===== config.mk =====
export PLATFORM = sky130hd
export DESIGN_NAME = lru_cache_with_ttl_unit
export DESIGN_NICKNAME = d
export VERILOG_FILES = /design/src/rtl/core/lcttl_pkg.sv /design/src/rtl/core/lru_cache_with_ttl_unit.sv /design/src/rtl/core/lcttl_ram.sv /design/src/rtl/core/lcttl_rank.sv
export SDC_FILE = /design/constraint.sdc
export NUM_CORES = 2
export LEC_CHECK = 0
export BUFFER_PORTS_ARGS = -buffer_cell sky130_fd_sc_hd__buf_2
export CAP_MARGIN = 20
export CORE_ASPECT_RATIO = 1.5
export CORE_UTILIZATION = 55
export CTS_BUF_LIST = sky130_fd_sc_hd__clkbuf_4
export CTS_CLUSTER_DIAMETER = 50
export DETAILED_ROUTE_END_ITERATION = 10
export PLACE_DENSITY_LB_ADDON = 0.1
export SYNTH_ARGS = -nofsm -noshare
export SYNTH_HDL_FRONTEND = slang
export SYNTH_SLANG_ARGS = --single-unit

===== constraint.sdc =====
create_clock -name aclk -period 20 [get_ports aclk]
set_input_delay 2 -clock aclk [delete_from_list [all_inputs] [get_ports aclk]]
set_output_delay 2 -clock aclk [all_outputs]
set_load 0.05 [all_outputs]

===== src/rtl/core/lcttl_pkg.sv =====
package lcttl_pkg;

    // Defaults for the top-level parameters
    localparam int DEF_ENTRIES    = 16;
    localparam int DEF_KEY_BITS   = 32;
    localparam int DEF_VALUE_BITS = 32;

    // Fixed field widths
    localparam int OPC_BITS = 2;
    localparam int TTL_BITS = 33;
    localparam int NOW_BITS = 32;
    // now + ttl spans -2^32 .. 2^33-2, so one more bit than ttl
    localparam int EXP_BITS = 34;
    localparam int CAP_BITS = 5;
    localparam logic [CAP_BITS-1:0] CAP_RESET = 5'd16;

    typedef enum logic [OPC_BITS-1:0] {
        OP_SET = 2'd0,
        OP_GET = 2'd1,
        OP_DEL = 2'd2,
        OP_NOP = 2'd3
    } opcode_t;

    typedef enum logic [2:0] {
        ST_IDLE,
        ST_SCAN,
        ST_SCAN_END,
        ST_EXEC,
        ST_DONE
    } state_t;

    // Recency table update kinds
    typedef enum logic [1:0] {
        RK_NONE,
        RK_TOUCH,
        RK_REMOVE,
        RK_INSERT
    } rank_op_t;

    typedef struct packed {
        rank_op_t op;
        logic     clr_en;
    } rank_cmd_t;

endpackage


===== src/rtl/core/lru_cache_with_ttl_unit.sv =====
// Key/value table of ENTRIES slots with least-recently-used replacement and a
// per-entry time-to-live. Each input beat carries one operation in s_tuser (set,
// get, delete, or no-op) plus key, value, ttl and the current time in s_tdata;
// each beat yields exactly one result beat. A set makes its entry most recent
// and evicts the oldest entry once occupancy would pass capacity_limit (written
// through cfg_we/cfg_wdata, reset 16, values above ENTRIES act as ENTRIES; the
// user is to write it only while the unit is idle, and the unit does not enforce
// this). A ttl of -1 never expires; a get that finds an expired entry removes it
// and flags expired. Per item, one key comparator walks the entry RAM at one read
// per cycle in SCAN, SCAN_END finishes the last compare, EXEC applies the update
// and DONE presents the result. s_tready is high only between items. The table
// is empty after reset, with no clearing pass.
module lru_cache_with_ttl_unit
    import lcttl_pkg::*;
#(
    parameter int ENTRIES    = DEF_ENTRIES,
    parameter int KEY_BITS   = DEF_KEY_BITS,
    parameter int VALUE_BITS = DEF_VALUE_BITS
) (
    input  logic                aclk,
    input  logic                aresetn,
    input  logic                cfg_we,
    input  logic [CAP_BITS-1:0] cfg_wdata,
    input  logic                s_tvalid,
    output logic                s_tready,
    // key, value, ttl, now (lowest first), zero pad
    input  logic [((KEY_BITS+VALUE_BITS+TTL_BITS+NOW_BITS+7)/8)*8-1:0] s_tdata,
    // opcode
    input  logic [OPC_BITS-1:0] s_tuser,
    output logic                m_tvalid,
    input  logic                m_tready,
    // read_value, evicted_key (lowest first), zero pad
    output logic [((VALUE_BITS+KEY_BITS+7)/8)*8-1:0] m_tdata,
    // found, expired, evicted (lowest first)
    output logic [2:0]          m_tuser
);

    localparam int IDX_W    = $clog2(ENTRIES);
    localparam int RANK_W   = IDX_W;
    localparam int OCC_W    = $clog2(ENTRIES + 1);
    localparam int LIM_W    = (OCC_W > CAP_BITS) ? OCC_W : CAP_BITS;
    localparam int M_DATA_W = ((VALUE_BITS + KEY_BITS + 7) / 8) * 8;
    localparam int ENT_W    = KEY_BITS + VALUE_BITS + EXP_BITS + 1;
    localparam int VAL_LO   = KEY_BITS;
    localparam int TTL_LO   = KEY_BITS + VALUE_BITS;
    localparam int NOW_LO   = KEY_BITS + VALUE_BITS + TTL_BITS;

    state_t                  state_reg;
    state_t                  state_next;
    logic [CAP_BITS-1:0]     cap_reg;
    logic [OCC_W-1:0]        occ_reg;

    // latched item
    opcode_t                 op_reg;
    logic [KEY_BITS-1:0]     key_reg;
    logic [VALUE_BITS-1:0]   val_reg;
    logic [TTL_BITS-1:0]     ttl_reg;
    logic [NOW_BITS-1:0]     now_reg;

    // scan pipeline
    logic [IDX_W-1:0]        scan_reg;
    logic                    pipe_vld_reg;
    logic [IDX_W-1:0]        pipe_idx_reg;

    // scan captures
    logic                    hit_reg;
    logic [IDX_W-1:0]        hit_idx_reg;
    logic [RANK_W-1:0]       hit_rank_reg;
    logic [VALUE_BITS-1:0]   hit_val_reg;
    logic [EXP_BITS-1:0]     hit_exp_reg;
    logic                    hit_never_reg;
    logic [IDX_W-1:0]        old_idx_reg;
    logic [KEY_BITS-1:0]     old_key_reg;
    logic [IDX_W-1:0]        sec_idx_reg;
    logic [KEY_BITS-1:0]     sec_key_reg;
    logic                    free_vld_reg;
    logic [IDX_W-1:0]        free_idx_reg;

    // result
    logic                    res_found_reg;
    logic [VALUE_BITS-1:0]   res_rval_reg;
    logic                    res_expd_reg;
    logic                    res_ev_reg;
    logic [KEY_BITS-1:0]     res_evk_reg;
    logic                    m_tvalid_reg;
    logic [M_DATA_W-1:0]     m_tdata_reg;
    logic [2:0]              m_tuser_reg;

    logic                    s_beat;
    logic                    out_free;

    // entry RAM and recency table
    logic                    ram_we;
    logic [IDX_W-1:0]        ram_waddr;
    logic [ENT_W-1:0]        ram_wdata;
    logic [ENT_W-1:0]        ram_rdata;
    logic [KEY_BITS-1:0]     rd_key;
    logic [VALUE_BITS-1:0]   rd_val;
    logic [EXP_BITS-1:0]     rd_exp;
    logic                    rd_never;
    rank_cmd_t               rk_cmd;
    logic [IDX_W-1:0]        rk_slot;
    logic [RANK_W-1:0]       rk_ref;
    logic [IDX_W-1:0]        rk_clr_idx;
    logic [ENTRIES-1:0]      vld_vec;
    logic [RANK_W-1:0]       rd_rank;

    // scan compare
    logic                    p_valid;
    logic [OCC_W-1:0]        occ_m1;
    logic [OCC_W-1:0]        occ_m2;
    logic                    m_hit;
    logic                    m_old;
    logic                    m_sec;
    logic                    m_free;

    // decision
    logic [LIM_W-1:0]        occ_l;
    logic [LIM_W-1:0]        limit_l;
    logic                    new_never;
    logic [EXP_BITS-1:0]     new_exp;
    logic                    hit_stale;
    logic                    hit_oldest;
    logic                    occ_inc;
    logic                    occ_dec;
    logic                    ex_found;
    logic [VALUE_BITS-1:0]   ex_rval;
    logic                    ex_expd;
    logic                    ex_ev;
    logic [KEY_BITS-1:0]     ex_evk;

    assign s_tready = (state_reg == ST_IDLE);
    assign s_beat   = s_tvalid && s_tready;
    assign out_free = !m_tvalid_reg || m_tready;

    lcttl_ram #(
        .WIDTH (ENT_W),
        .DEPTH (ENTRIES)
    ) u_ram (
        .aclk  (aclk),
        .we    (ram_we),
        .waddr (ram_waddr),
        .wdata (ram_wdata),
        .raddr (scan_reg),
        .rdata (ram_rdata)
    );

    lcttl_rank #(
        .ENTRIES (ENTRIES)
    ) u_rank (
        .aclk     (aclk),
        .aresetn  (aresetn),
        .cmd      (rk_cmd),
        .slot     (rk_slot),
        .ref_rank (rk_ref),
        .clr_idx  (rk_clr_idx),
        .rd_idx   (pipe_idx_reg),
        .vld_vec  (vld_vec),
        .rd_rank  (rd_rank)
    );

    // entry word: {never, expiry, value, key}
    assign rd_key   = ram_rdata[KEY_BITS-1:0];
    assign rd_val   = ram_rdata[VAL_LO +: VALUE_BITS];
    assign rd_exp   = ram_rdata[TTL_LO +: EXP_BITS];
    assign rd_never = ram_rdata[ENT_W-1];

    // one entry compared per cycle: key match, oldest, second oldest, first free
    assign p_valid = vld_vec[pipe_idx_reg];
    assign occ_m1  = occ_reg - OCC_W'(1);
    assign occ_m2  = occ_reg - OCC_W'(2);
    assign m_hit   = pipe_vld_reg && p_valid && (rd_key == key_reg);
    assign m_old   = pipe_vld_reg && p_valid && (OCC_W'(rd_rank) == occ_m1);
    assign m_sec   = pipe_vld_reg && p_valid && (OCC_W'(rd_rank) == occ_m2);
    assign m_free  = pipe_vld_reg && !p_valid && !free_vld_reg;

    // effective capacity and new expiry
    assign occ_l     = LIM_W'(occ_reg);
    assign limit_l   = (LIM_W'(cap_reg) > LIM_W'(ENTRIES)) ? LIM_W'(ENTRIES) : LIM_W'(cap_reg);
    assign new_never = (ttl_reg == {TTL_BITS{1'b1}});
    assign new_exp   = new_never ? '0 :
        ({{(EXP_BITS-NOW_BITS){1'b0}}, now_reg} +
         {{(EXP_BITS-TTL_BITS){ttl_reg[TTL_BITS-1]}}, ttl_reg});
    assign hit_stale  = !hit_never_reg &&
        ($signed({{(EXP_BITS-NOW_BITS){1'b0}}, now_reg}) > $signed(hit_exp_reg));
    assign hit_oldest = (OCC_W'(hit_rank_reg) == occ_m1);
    assign ram_wdata  = {new_never, new_exp, val_reg, key_reg};

    // sequencer
    always_comb begin
        state_next = state_reg;
        case (state_reg)
            ST_IDLE: begin
                if (s_beat) begin
                    state_next = ST_SCAN;
                end
            end
            ST_SCAN: begin
                if (scan_reg == IDX_W'(ENTRIES - 1)) begin
                    state_next = ST_SCAN_END;
                end
            end
            ST_SCAN_END: state_next = ST_EXEC;
            ST_EXEC:     state_next = ST_DONE;
            ST_DONE: begin
                if (out_free) begin
                    state_next = ST_IDLE;
                end
            end
            default: state_next = ST_IDLE;
        endcase
    end

    // operation decode and table update, applied in the EXEC cycle
    always_comb begin
        ex_found   = 1'b0;
        ex_rval    = '0;
        ex_expd    = 1'b0;
        ex_ev      = 1'b0;
        ex_evk     = '0;
        rk_cmd     = '{op: RK_NONE, clr_en: 1'b0};
        rk_slot    = hit_idx_reg;
        rk_ref     = hit_rank_reg;
        rk_clr_idx = hit_idx_reg;
        ram_we     = 1'b0;
        ram_waddr  = hit_idx_reg;
        occ_inc    = 1'b0;
        occ_dec    = 1'b0;
        if (state_reg == ST_EXEC) begin
            case (op_reg)
                OP_SET: begin
                    if (hit_reg) begin
                        // update in place; lowered capacity still evicts one
                        rk_cmd.op = RK_TOUCH;
                        ram_we    = 1'b1;
                        if (occ_l > limit_l) begin
                            ex_ev         = 1'b1;
                            rk_cmd.clr_en = 1'b1;
                            occ_dec       = 1'b1;
                            if (hit_oldest) begin
                                if (occ_reg == OCC_W'(1)) begin
                                    rk_clr_idx = hit_idx_reg;
                                    ex_evk     = key_reg;
                                end else begin
                                    rk_clr_idx = sec_idx_reg;
                                    ex_evk     = sec_key_reg;
                                end
                            end else begin
                                rk_clr_idx = old_idx_reg;
                                ex_evk     = old_key_reg;
                            end
                        end
                    end else if (occ_reg == '0 && limit_l == '0) begin
                        // zero capacity, empty table: new key bounces straight out
                        ex_ev  = 1'b1;
                        ex_evk = key_reg;
                    end else begin
                        rk_cmd.op = RK_INSERT;
                        ram_we    = 1'b1;
                        if (occ_l >= limit_l) begin
                            ex_ev         = 1'b1;
                            ex_evk        = old_key_reg;
                            rk_cmd.clr_en = 1'b1;
                            rk_clr_idx    = old_idx_reg;
                            rk_slot       = (free_vld_reg && free_idx_reg < old_idx_reg) ?
                                            free_idx_reg : old_idx_reg;
                        end else begin
                            rk_slot = free_idx_reg;
                            occ_inc = 1'b1;
                        end
                        ram_waddr = rk_slot;
                    end
                end
                OP_GET: begin
                    if (hit_reg) begin
                        if (hit_stale) begin
                            ex_expd       = 1'b1;
                            rk_cmd.op     = RK_REMOVE;
                            rk_cmd.clr_en = 1'b1;
                            occ_dec       = 1'b1;
                        end else begin
                            ex_found  = 1'b1;
                            ex_rval   = hit_val_reg;
                            rk_cmd.op = RK_TOUCH;
                        end
                    end
                end
                OP_DEL: begin
                    if (hit_reg) begin
                        rk_cmd.op     = RK_REMOVE;
                        rk_cmd.clr_en = 1'b1;
                        occ_dec       = 1'b1;
                    end
                end
                default: begin
                    ex_found = 1'b0;
                end
            endcase
        end
    end

    // control registers
    always_ff @(posedge aclk) begin
        if (!aresetn) begin
            state_reg    <= ST_IDLE;
            cap_reg      <= CAP_RESET;
            occ_reg      <= '0;
            pipe_vld_reg <= 1'b0;
            m_tvalid_reg <= 1'b0;
        end else begin
            state_reg    <= state_next;
            pipe_vld_reg <= (state_reg == ST_SCAN);
            if (cfg_we) begin
                cap_reg <= cfg_wdata;
            end
            if (occ_inc) begin
                occ_reg <= occ_reg + OCC_W'(1);
            end else if (occ_dec) begin
                occ_reg <= occ_reg - OCC_W'(1);
            end
            if (state_reg == ST_DONE && out_free) begin
                m_tvalid_reg <= 1'b1;
            end else if (m_tready) begin
                m_tvalid_reg <= 1'b0;
            end
        end
    end

    // item latch, scan counter and captures
    always_ff @(posedge aclk) begin
        if (s_beat) begin
            op_reg       <= opcode_t'(s_tuser);
            key_reg      <= s_tdata[KEY_BITS-1:0];
            val_reg      <= s_tdata[VAL_LO +: VALUE_BITS];
            ttl_reg      <= s_tdata[TTL_LO +: TTL_BITS];
            now_reg      <= s_tdata[NOW_LO +: NOW_BITS];
            scan_reg     <= '0;
            hit_reg      <= 1'b0;
            free_vld_reg <= 1'b0;
        end else if (state_reg == ST_SCAN && scan_reg != IDX_W'(ENTRIES - 1)) begin
            scan_reg <= scan_reg + IDX_W'(1);
        end
        pipe_idx_reg <= scan_reg;
        if (m_hit) begin
            hit_reg       <= 1'b1;
            hit_idx_reg   <= pipe_idx_reg;
            hit_rank_reg  <= rd_rank;
            hit_val_reg   <= rd_val;
            hit_exp_reg   <= rd_exp;
            hit_never_reg <= rd_never;
        end
        if (m_old) begin
            old_idx_reg <= pipe_idx_reg;
            old_key_reg <= rd_key;
        end
        if (m_sec) begin
            sec_idx_reg <= pipe_idx_reg;
            sec_key_reg <= rd_key;
        end
        if (m_free) begin
            free_vld_reg <= 1'b1;
            free_idx_reg <= pipe_idx_reg;
        end
        if (state_reg == ST_EXEC) begin
            res_found_reg <= ex_found;
            res_rval_reg  <= ex_rval;
            res_expd_reg  <= ex_expd;
            res_ev_reg    <= ex_ev;
            res_evk_reg   <= ex_evk;
        end
        if (state_reg == ST_DONE && out_free) begin
            m_tdata_reg <= M_DATA_W'({res_evk_reg, res_rval_reg});
            m_tuser_reg <= {res_ev_reg, res_expd_reg, res_found_reg};
        end
    end

    assign m_tvalid = m_tvalid_reg;
    assign m_tdata  = m_tdata_reg;
    assign m_tuser  = m_tuser_reg;

`ifndef SYNTHESIS
    // occupancy tracks the number of live slots
    a_occ_count: assert property (@(posedge aclk) disable iff (!aresetn)
        $countones(vld_vec) == occ_reg)
        else $error("occupancy does not match live slot count");

    // a result appears only out of the DONE step
    a_out_src: assert property (@(posedge aclk) disable iff (!aresetn)
        $rose(m_tvalid) |-> $past(state_reg == ST_DONE))
        else $error("result beat raised outside DONE");

    // an insert never lands on a live slot unless that slot is being evicted
    a_insert_free: assert property (@(posedge aclk) disable iff (!aresetn)
        (state_reg == ST_EXEC && rk_cmd.op == RK_INSERT) |->
        (!vld_vec[rk_slot] || (rk_cmd.clr_en && rk_clr_idx == rk_slot)))
        else $error("insert overwrites a live entry");
`endif

endmodule


===== src/rtl/core/lcttl_ram.sv =====
module lcttl_ram
    import lcttl_pkg::*;
#(
    parameter int WIDTH = 8,
    parameter int DEPTH = 16
) (
    input  logic                     aclk,
    input  logic                     we,
    input  logic [$clog2(DEPTH)-1:0] waddr,
    input  logic [WIDTH-1:0]         wdata,
    input  logic [$clog2(DEPTH)-1:0] raddr,
    output logic [WIDTH-1:0]         rdata
);

    logic [WIDTH-1:0] mem_reg [DEPTH];
    logic [WIDTH-1:0] rdata_reg;

    // one write port, registered read
    always_ff @(posedge aclk) begin
        if (we) begin
            mem_reg[waddr] <= wdata;
        end
        rdata_reg <= mem_reg[raddr];
    end

    assign rdata = rdata_reg;

endmodule


===== src/rtl/core/lcttl_rank.sv =====
module lcttl_rank
    import lcttl_pkg::*;
#(
    parameter int ENTRIES = DEF_ENTRIES
) (
    input  logic                       aclk,
    input  logic                       aresetn,
    input  rank_cmd_t                  cmd,
    input  logic [$clog2(ENTRIES)-1:0] slot,
    input  logic [$clog2(ENTRIES)-1:0] ref_rank,
    input  logic [$clog2(ENTRIES)-1:0] clr_idx,
    input  logic [$clog2(ENTRIES)-1:0] rd_idx,
    output logic [ENTRIES-1:0]         vld_vec,
    output logic [$clog2(ENTRIES)-1:0] rd_rank
);

    localparam int IDX_W  = $clog2(ENTRIES);
    localparam int RANK_W = IDX_W;

    logic [ENTRIES-1:0] vld_reg;
    logic [ENTRIES-1:0] vld_next;
    logic [RANK_W-1:0]  rank_reg  [ENTRIES];
    logic [RANK_W-1:0]  rank_next [ENTRIES];
    logic [ENTRIES-1:0] kill_vec;
    logic [ENTRIES-1:0] slot_vec;
    logic [ENTRIES-1:0] live_vec;

    // per-entry decode of the broadcast command
    always_comb begin
        for (int i = 0; i < ENTRIES; i++) begin
            kill_vec[i] = cmd.clr_en && (clr_idx == IDX_W'(i));
            slot_vec[i] = (slot == IDX_W'(i));
            live_vec[i] = vld_reg[i] && !kill_vec[i];
        end
    end

    // each entry updates its own rank: touch and remove compare it against ref_rank, insert ages every live entry
    always_comb begin
        for (int i = 0; i < ENTRIES; i++) begin
            vld_next[i]  = live_vec[i];
            rank_next[i] = rank_reg[i];
            case (cmd.op)
                RK_TOUCH: begin
                    if (slot_vec[i]) begin
                        rank_next[i] = '0;
                    end else if (live_vec[i] && rank_reg[i] < ref_rank) begin
                        rank_next[i] = rank_reg[i] + RANK_W'(1);
                    end
                end
                RK_REMOVE: begin
                    if (live_vec[i] && rank_reg[i] > ref_rank) begin
                        rank_next[i] = rank_reg[i] - RANK_W'(1);
                    end
                end
                RK_INSERT: begin
                    if (slot_vec[i]) begin
                        vld_next[i]  = 1'b1;
                        rank_next[i] = '0;
                    end else if (live_vec[i]) begin
                        rank_next[i] = rank_reg[i] + RANK_W'(1);
                    end
                end
                default: begin
                    rank_next[i] = rank_reg[i];
                end
            endcase
        end
    end

    always_ff @(posedge aclk) begin
        if (!aresetn) begin
            vld_reg <= '0;
        end else begin
            vld_reg <= vld_next;
        end
        for (int i = 0; i < ENTRIES; i++) begin
            rank_reg[i] <= rank_next[i];
        end
    end

    assign vld_vec = vld_reg;
    assign rd_rank = rank_reg[rd_idx];

endmodule


After elaboration in Yosys (flattened, before gate mapping)

Memories as Yosys holds them, arrays and structs flattened. A register that Yosys moved wholly into a read port is not among the register bits.
Cells that the tools add are included.

Memories kept: 2
Flip-flop bits (word level): 457
Bits in writable memories: 1648
Output and inout bits: 69
Bits of input ports: 148

Memories:

| name            | words | width | read ports | clocked after memory_dff | write ports | line             | source |
|---|---|---|---|---|---|---|---|
| u_ram.mem_reg   | 16    | 99    | 1          | 1                        | 1           | lcttl_ram.sv:15  | `logic [WIDTH-1:0] mem_reg [DEPTH];` |
| u_rank.rank_reg | 16    | 4     | 17         | 1                        | 16          | lcttl_rank.sv:22 | `logic [RANK_W-1:0] rank_reg [ENTRIES];` |

Reduce and logical (&&, ||, !) cells: 108
Multiplexer cells: 189
Eq/ne operators: 50
Order comparisons: 38
Add/subtract/negate cells: 37
Bitwise logic cells: 2

Operators by type and width:

| kind                                                | count |
|---|---|
| 2-to-1 mux 4 bit                                    | 94 |
| 2-to-1 mux 32 bit                                   | 6 |
| case mux 4 bit (3 select lines)                     | 16 |
| logical AND 1 bit                                   | 76 |
| adder 4 x 1 -> 4 bit, second input constant         | 17 |
| equality test 4 bit, second input constant          | 17 |
| less-than comparator 4 bit                          | 17 |
| > comparator 4 bit                                  | 16 |
| subtractor 4 x 1 -> 4 bit, second input constant    | 16 |
| 2-to-1 mux 1 bit                                    | 56 |
| adder 33 x 33 -> 34 bit                             | 1 |
| > comparator 33 x 34 -> 1 bit                       | 1 |
| 2-to-1 mux 34 bit                                   | 1 |
| equality test 33 bit, second input constant         | 1 |
| equality test 32 bit                                | 1 |
| equality test 4 x 3 -> 1 bit, second input constant | 8 |
| 2-to-1 mux 3 bit                                    | 8 |
| zero test 1 bit                                     | 20 |
| equality test 4 x 2 -> 1 bit, second input constant | 4 |
| equality test 4 x 5 -> 1 bit                        | 3 |
| 2-to-1 mux 5 bit                                    | 3 |
| case mux 3 bit (5 select lines)                     | 1 |
| zero test 5 bit                                     | 2 |
| case mux 3 bit (3 select lines)                     | 1 |
| other kinds (29)                                    | 38 |

Depth between registers and ports, before layout

Depth in word-level cells: 16
Gate-level depth with buffers: 15
Gate-level depth less buffers: 12

Cells and area by module

From an unflattened synthesis, not the netlist that was laid out.

Cell total of the unflattened synthesis: 4782
Area, all modules: 87944.3 µm²

Modules (own cells, without submodules):

| module                  | times used | area an instance (µm²) | cells an instance |
|---|---|---|---|
| lcttl_ram               | 1          | 61210.0                | 2534 |
| lru_cache_with_ttl_unit | 1          | 19089.6                | 1428 |
| lcttl_rank              | 1          | 7644.8                 | 820 |

Least setup slack after synthesis

Ideal clock, no wire load.

Path type: register to register
Start point: register cap_reg[4]
End point: memory u_ram.mem_reg[12][0] (netlist name), enable pin
Stages on the path, launching flop included: 13
Arrival time: 9073 ps
Buffers on the path: 2
Data required time: 19322 ps
Slack: 10248 ps
Path through: dfxtp_1 -> inv_1 -> nand2_1 -> ha_1 -> a21o_1 -> a21oi_1 -> and3_1 -> clkbuf_1 -> o211ai_1 -> nand3_1 -> nand2_1 -> buf_2 -> nor3_1

Longest elaborated chain between the ends: 10
Elaborated cells between the ends (all ways): 16
Those cells by class: order compare: 2; mux: 12; reduce/logical: 2

Ends and longest elaborated chain:

| element                                                                     | line                           | source |
|---|---|---|
| from (decl)                                                                 | lru_cache_with_ttl_unit.sv:50  | `logic [CAP_BITS-1:0] cap_reg;` |
| from (signal assigned)                                                      | lru_cache_with_ttl_unit.sv:314 | `cap_reg <= cfg_wdata;` |
| > comparator 5 bit                                                          | lru_cache_with_ttl_unit.sv:179 | `assign limit_l = (LIM_W'(cap_reg) > LIM_W'(ENTRIES)) ? LIM_W'(ENTRIES) : LIM_W'(cap_reg);` |
| 2-to-1 mux 5 bit (*)                                                        | lru_cache_with_ttl_unit.sv:179 |  |
| parallel branches: the longest is 8 deep, another holds >= comparator 5 bit | n/a                            |  |
| to (decl)                                                                   | lcttl_ram.sv:15                |  |

Every way passes the cells marked *.

Worst setup path after layout

Start point: register occ_reg[3] (netlist: occ_l[3])
End point: memory u_ram.mem_reg[14][29] (netlist name), enable pin

Longest elaborated chain between the ends: 8
Elaborated cells between the ends (all ways): 14
Those cells by class: order compare: 1; mux: 11; reduce/logical: 2

Ends and longest elaborated chain:

| element                                                                     | line                           | source |
|---|---|---|
| from (decl)                                                                 | lru_cache_with_ttl_unit.sv:51  | `logic [OCC_W-1:0] occ_reg;` |
| from (signal assigned)                                                      | lru_cache_with_ttl_unit.sv:317 | `occ_reg <= occ_reg + OCC_W'(1);` |
| from (signal assigned)                                                      | lru_cache_with_ttl_unit.sv:319 | `occ_reg <= occ_reg - OCC_W'(1);` |
| parallel branches: the longest is 8 deep, another holds >= comparator 5 bit | n/a                            |  |

Parallel ways; which one is timed is not known.

==> flow_metrics.py <==
metrics = {
    "worst_setup_path": {
        "worstSetupEndpointType": "flop",
        "cp_cell_sequence": "ha_1, a21o_1, a21oi_1, nand3_1, nand4_1, and3_1, nand4_1, nor2_4, buf_4, buf_4",
        "path_class": "flop to flop",
        "crit_path_max_fanout": 45,
        "crit_path_start_kind": "flop",
        "arrival_ns": 7.27,
        "worst_path_max_delay_cell": "buf_4",
        "ff2ff_path_depth": 10,
        "critPathMaxStageDelay_ns": 0.91,
        "startpoint": "occ_l[3]",
        "reg2reg_from": "occ_l[3]",
        "crit_required_ns": 20.91,
    },
    "detailed_routing": {
        "vias": 46322,
        "first_pass_iters": 6,
        "routed_wirelength_um": 206000,
        "viasPerCell": 6.12,
        "drt-wirelength-per-cell_um": 27.3,
        "drc": 0,
        "detail-route-antenna-nets": 1,
        "drt_iter0_drc": 4379,
    },
    "yosys": {
        "synth_cell_types": 86,
        "avgSynthCellArea_um2": 19.7,
        "syn_area_mm2": 0.0874,
        "synth-edff-count": 2064,
        "yosysTopAreaCellShare_pct": 70.9,
        "yosysTopAreaCell": "edfxtp_1",
        "synth_cells": 4435,
        "synth_area_leaders": "edfxtp_1 71%, mux4_2 13%, dfxtp_1 3.2%",
        "synth_commonest_cells": "2064 x edfxtp_1, 520 x mux4_2, 185 x nor2_1",
        "seq_area_frac_synth_pct": 74.1,
        "synth_most_common_cell": "edfxtp_1",
        "yosys_register_bits": 2204,
        "ys_warn_count": 0,
        "syn_nets": 4759,
        "synthFlopType": "edfxtp_1",
        "async_flop_share_pct": 0,
    },
    "pwr": {
        "peakVddDrop_mv": 0.111,
        "p_per_area_mw_per_mm2": 112,
        "power_leakage_nw": 32.5,
    },
    "layout": {
        "layout-drive-gt1-share_pct": 31.8,
        "finish.instance_area_mm2": 0.0985,
        "n_fill_cell": 11492,
        "areaGrowthSynthToFinish_pct": 12.6,
        "fin_cells": 7568,
        "largest_reg_flops": 1584,
        "nets": 5394,
    },
    "die": {
        "core_mm2": 0.157,
        "die_area_mm2": 0.161,
        "num_rows": 178,
        "start_util_pct": 55.6,
        "ios": 217,
        "fp.dieW_um": 328,
        "dieHeight_um": 490,
    },
    "timing": {
        "fin_setup_tns_ns": 0,
        "maxSlewViolCount": 0,
        "slew_headroom_pct": 20.3,
        "final-hold-violation-count": 0,
        "fmax_mhz": 157,
        "finalSetupViolCount": 0,
        "rsz0062_at_grt": "no",
        "min_period_ns": 6.36,
        "worstMarginPinSlew_ns": 1.18,
        "fin_crit_sh_pct": 31.8,
        "skew_ns": 0.131,
    },
    "grt": {
        "grt_use_total_pct": 26.0,
        "grt_pass1_wl_um": 304000,
        "grt_pass1_vias": 48354,
        "antenna_found_initial": 7,
        "grt_overflow": 0,
        "grt_max_degree": 140,
    },
    "cts": {
        "cts_buffer_depth": 4,
        "cts.htree.levels": 6,
        "hold_buffers": 0,
        "ctsResizeCount": 0,
        "root_buffer": "clkbuf_4",
        "cts_tree": "done",
        "clock_sinks": 2204,
        "clk_pin_slew_worst_paths_ns": 0.08,
        "numCtsBuffers": 535,
        "postCtsSetupBuffers": 0,
        "clock_latency_ns": 1.37,
    },
    "job": {
        "cap_viol_max_count": 0,
    },
    "placed_design": {
        "placed_cell_area_mm2": 0.0913,
        "gp_congestion": 0.851,
        "numPortBuffers": 209,
        "dp_cells": 6596,
        "dp_hpwl_um": 105000,
    },
    "worst_hold_path": {
        "worstHoldPathType": "flop to flop",
        "whs_path_depth": 0,
        "hold_start": "u_ram.rdata[76]",
    },
    "status": {
        "status": "finished with violations",
        "violations": "antenna violations",
    },
}
-- final cells by class --
class | instances | area (µm²) | area share [%]
Inverter | 98 | 378 | 0.384
Clock buffer | 826 | 6200 | 6.30
Multi-Input combinational cell | 1941 | 21700 | 22.1
Clock inverter | 123 | 826 | 0.839
Tap cell | 2070 | 2590 | 2.63
Timing Repair Buffer | 290 | 1920 | 1.95
Antenna cell | 16 | 40.0 | 0.0407
Sequential cell | 2204 | 64800 | 65.8
-- cell usage in the layout (no fill, tap or decap), types with 15 or more instances in the layout --
master,count
a221oi_1,15
a21oi_1,143
nor4_1,31
xor2_1,52
buf_2,210
ha_1,175
edfxtp_1,2064
mux2i_1,39
and2_1,38
buf_12,17
inv_1,95
diode_2,16
a41oi_1,16
nor2_1,173
clkbuf_4,826
a21o_1,30
nor3_1,24
clkinv_1,80
dfxtp_1,136
nand4_1,42
nand2_1,141
a221o_1,16
a222oi_1,32
buf_4,57
mux4_2,520
o21ai_0,102
nor2b_1,29
nand3_1,38
xnor2_1,23
nand2b_1,20
-- power by group --
part / internal (W) / leakage (nW) / switching [W] / total (W)
Clock: 0.00204 / 4.21 / 0.00173 / 0.00377
Combinational: 0.000826 / 8.56 / 0.000834 / 0.00166
Sequential: 0.00540 / 19.8 / 0.000186 / 0.00559
Total: 0.00827 / 32.5 / 0.00275 / 0.0110
-- worst max-delay path: cells and delay by family, from the launching register on --
family | cells | cell delay [ns]
simple gates | 5 | 2.40
buf+inv | 2 | 1.81
compound gates | 2 | 0.75
flops | 1 | 0.59
fa+ha+maj | 1 | 0.32
-- final timing paths --
| path | endpoint | slack (ns) |
|---|---|---|
| worst max-delay path | u_ram.mem_reg[14][29] | 13.64 |
| worst min-delay path | hit_exp_reg[12] | 0.38 |
| worst max register to register | u_ram.mem_reg[14][29] | 13.64 |
| worst min register to register | hit_exp_reg[12] | 0.38 |
-- stage by stage --
stage                     total power, W  hold slack (ns)  utilization, %  setup WS, ns
after detailed placement         0.00737            0.389            58.1         13.26
after CTS                         0.0111            0.376            62.5         13.23
after global placement           0.00734            0.385            58.1         13.23
final                             0.0110            0.382            62.6         13.64
after floorplan                  0.00687            0.349               -         10.25
after global routing              0.0115            0.372            62.6         13.27
-- per-layer routing --
layer  global-route usage [%]  wire length, µm  up-vias
met1                     34.5            83700    24158
met4                     9.13             5220        0
li1                         -                -    20042
met3                     4.24            11900      368
met2                     43.8           105000     1754
met5                        0                0        -
-- logic make-up after synthesis --
logic type / after synthesis / synth area share, %
compound gates: 517 / 4.05
xor+xnor: 75 / 0.751
fa+ha+maj: 176 / 2.53
buf+inv: 290 / 1.30
flops: 2204 / 74.1
mux: 559 / 13.8
simple gates: 614 / 3.45
No activity file was read; power rests on OpenSTA's default activity.
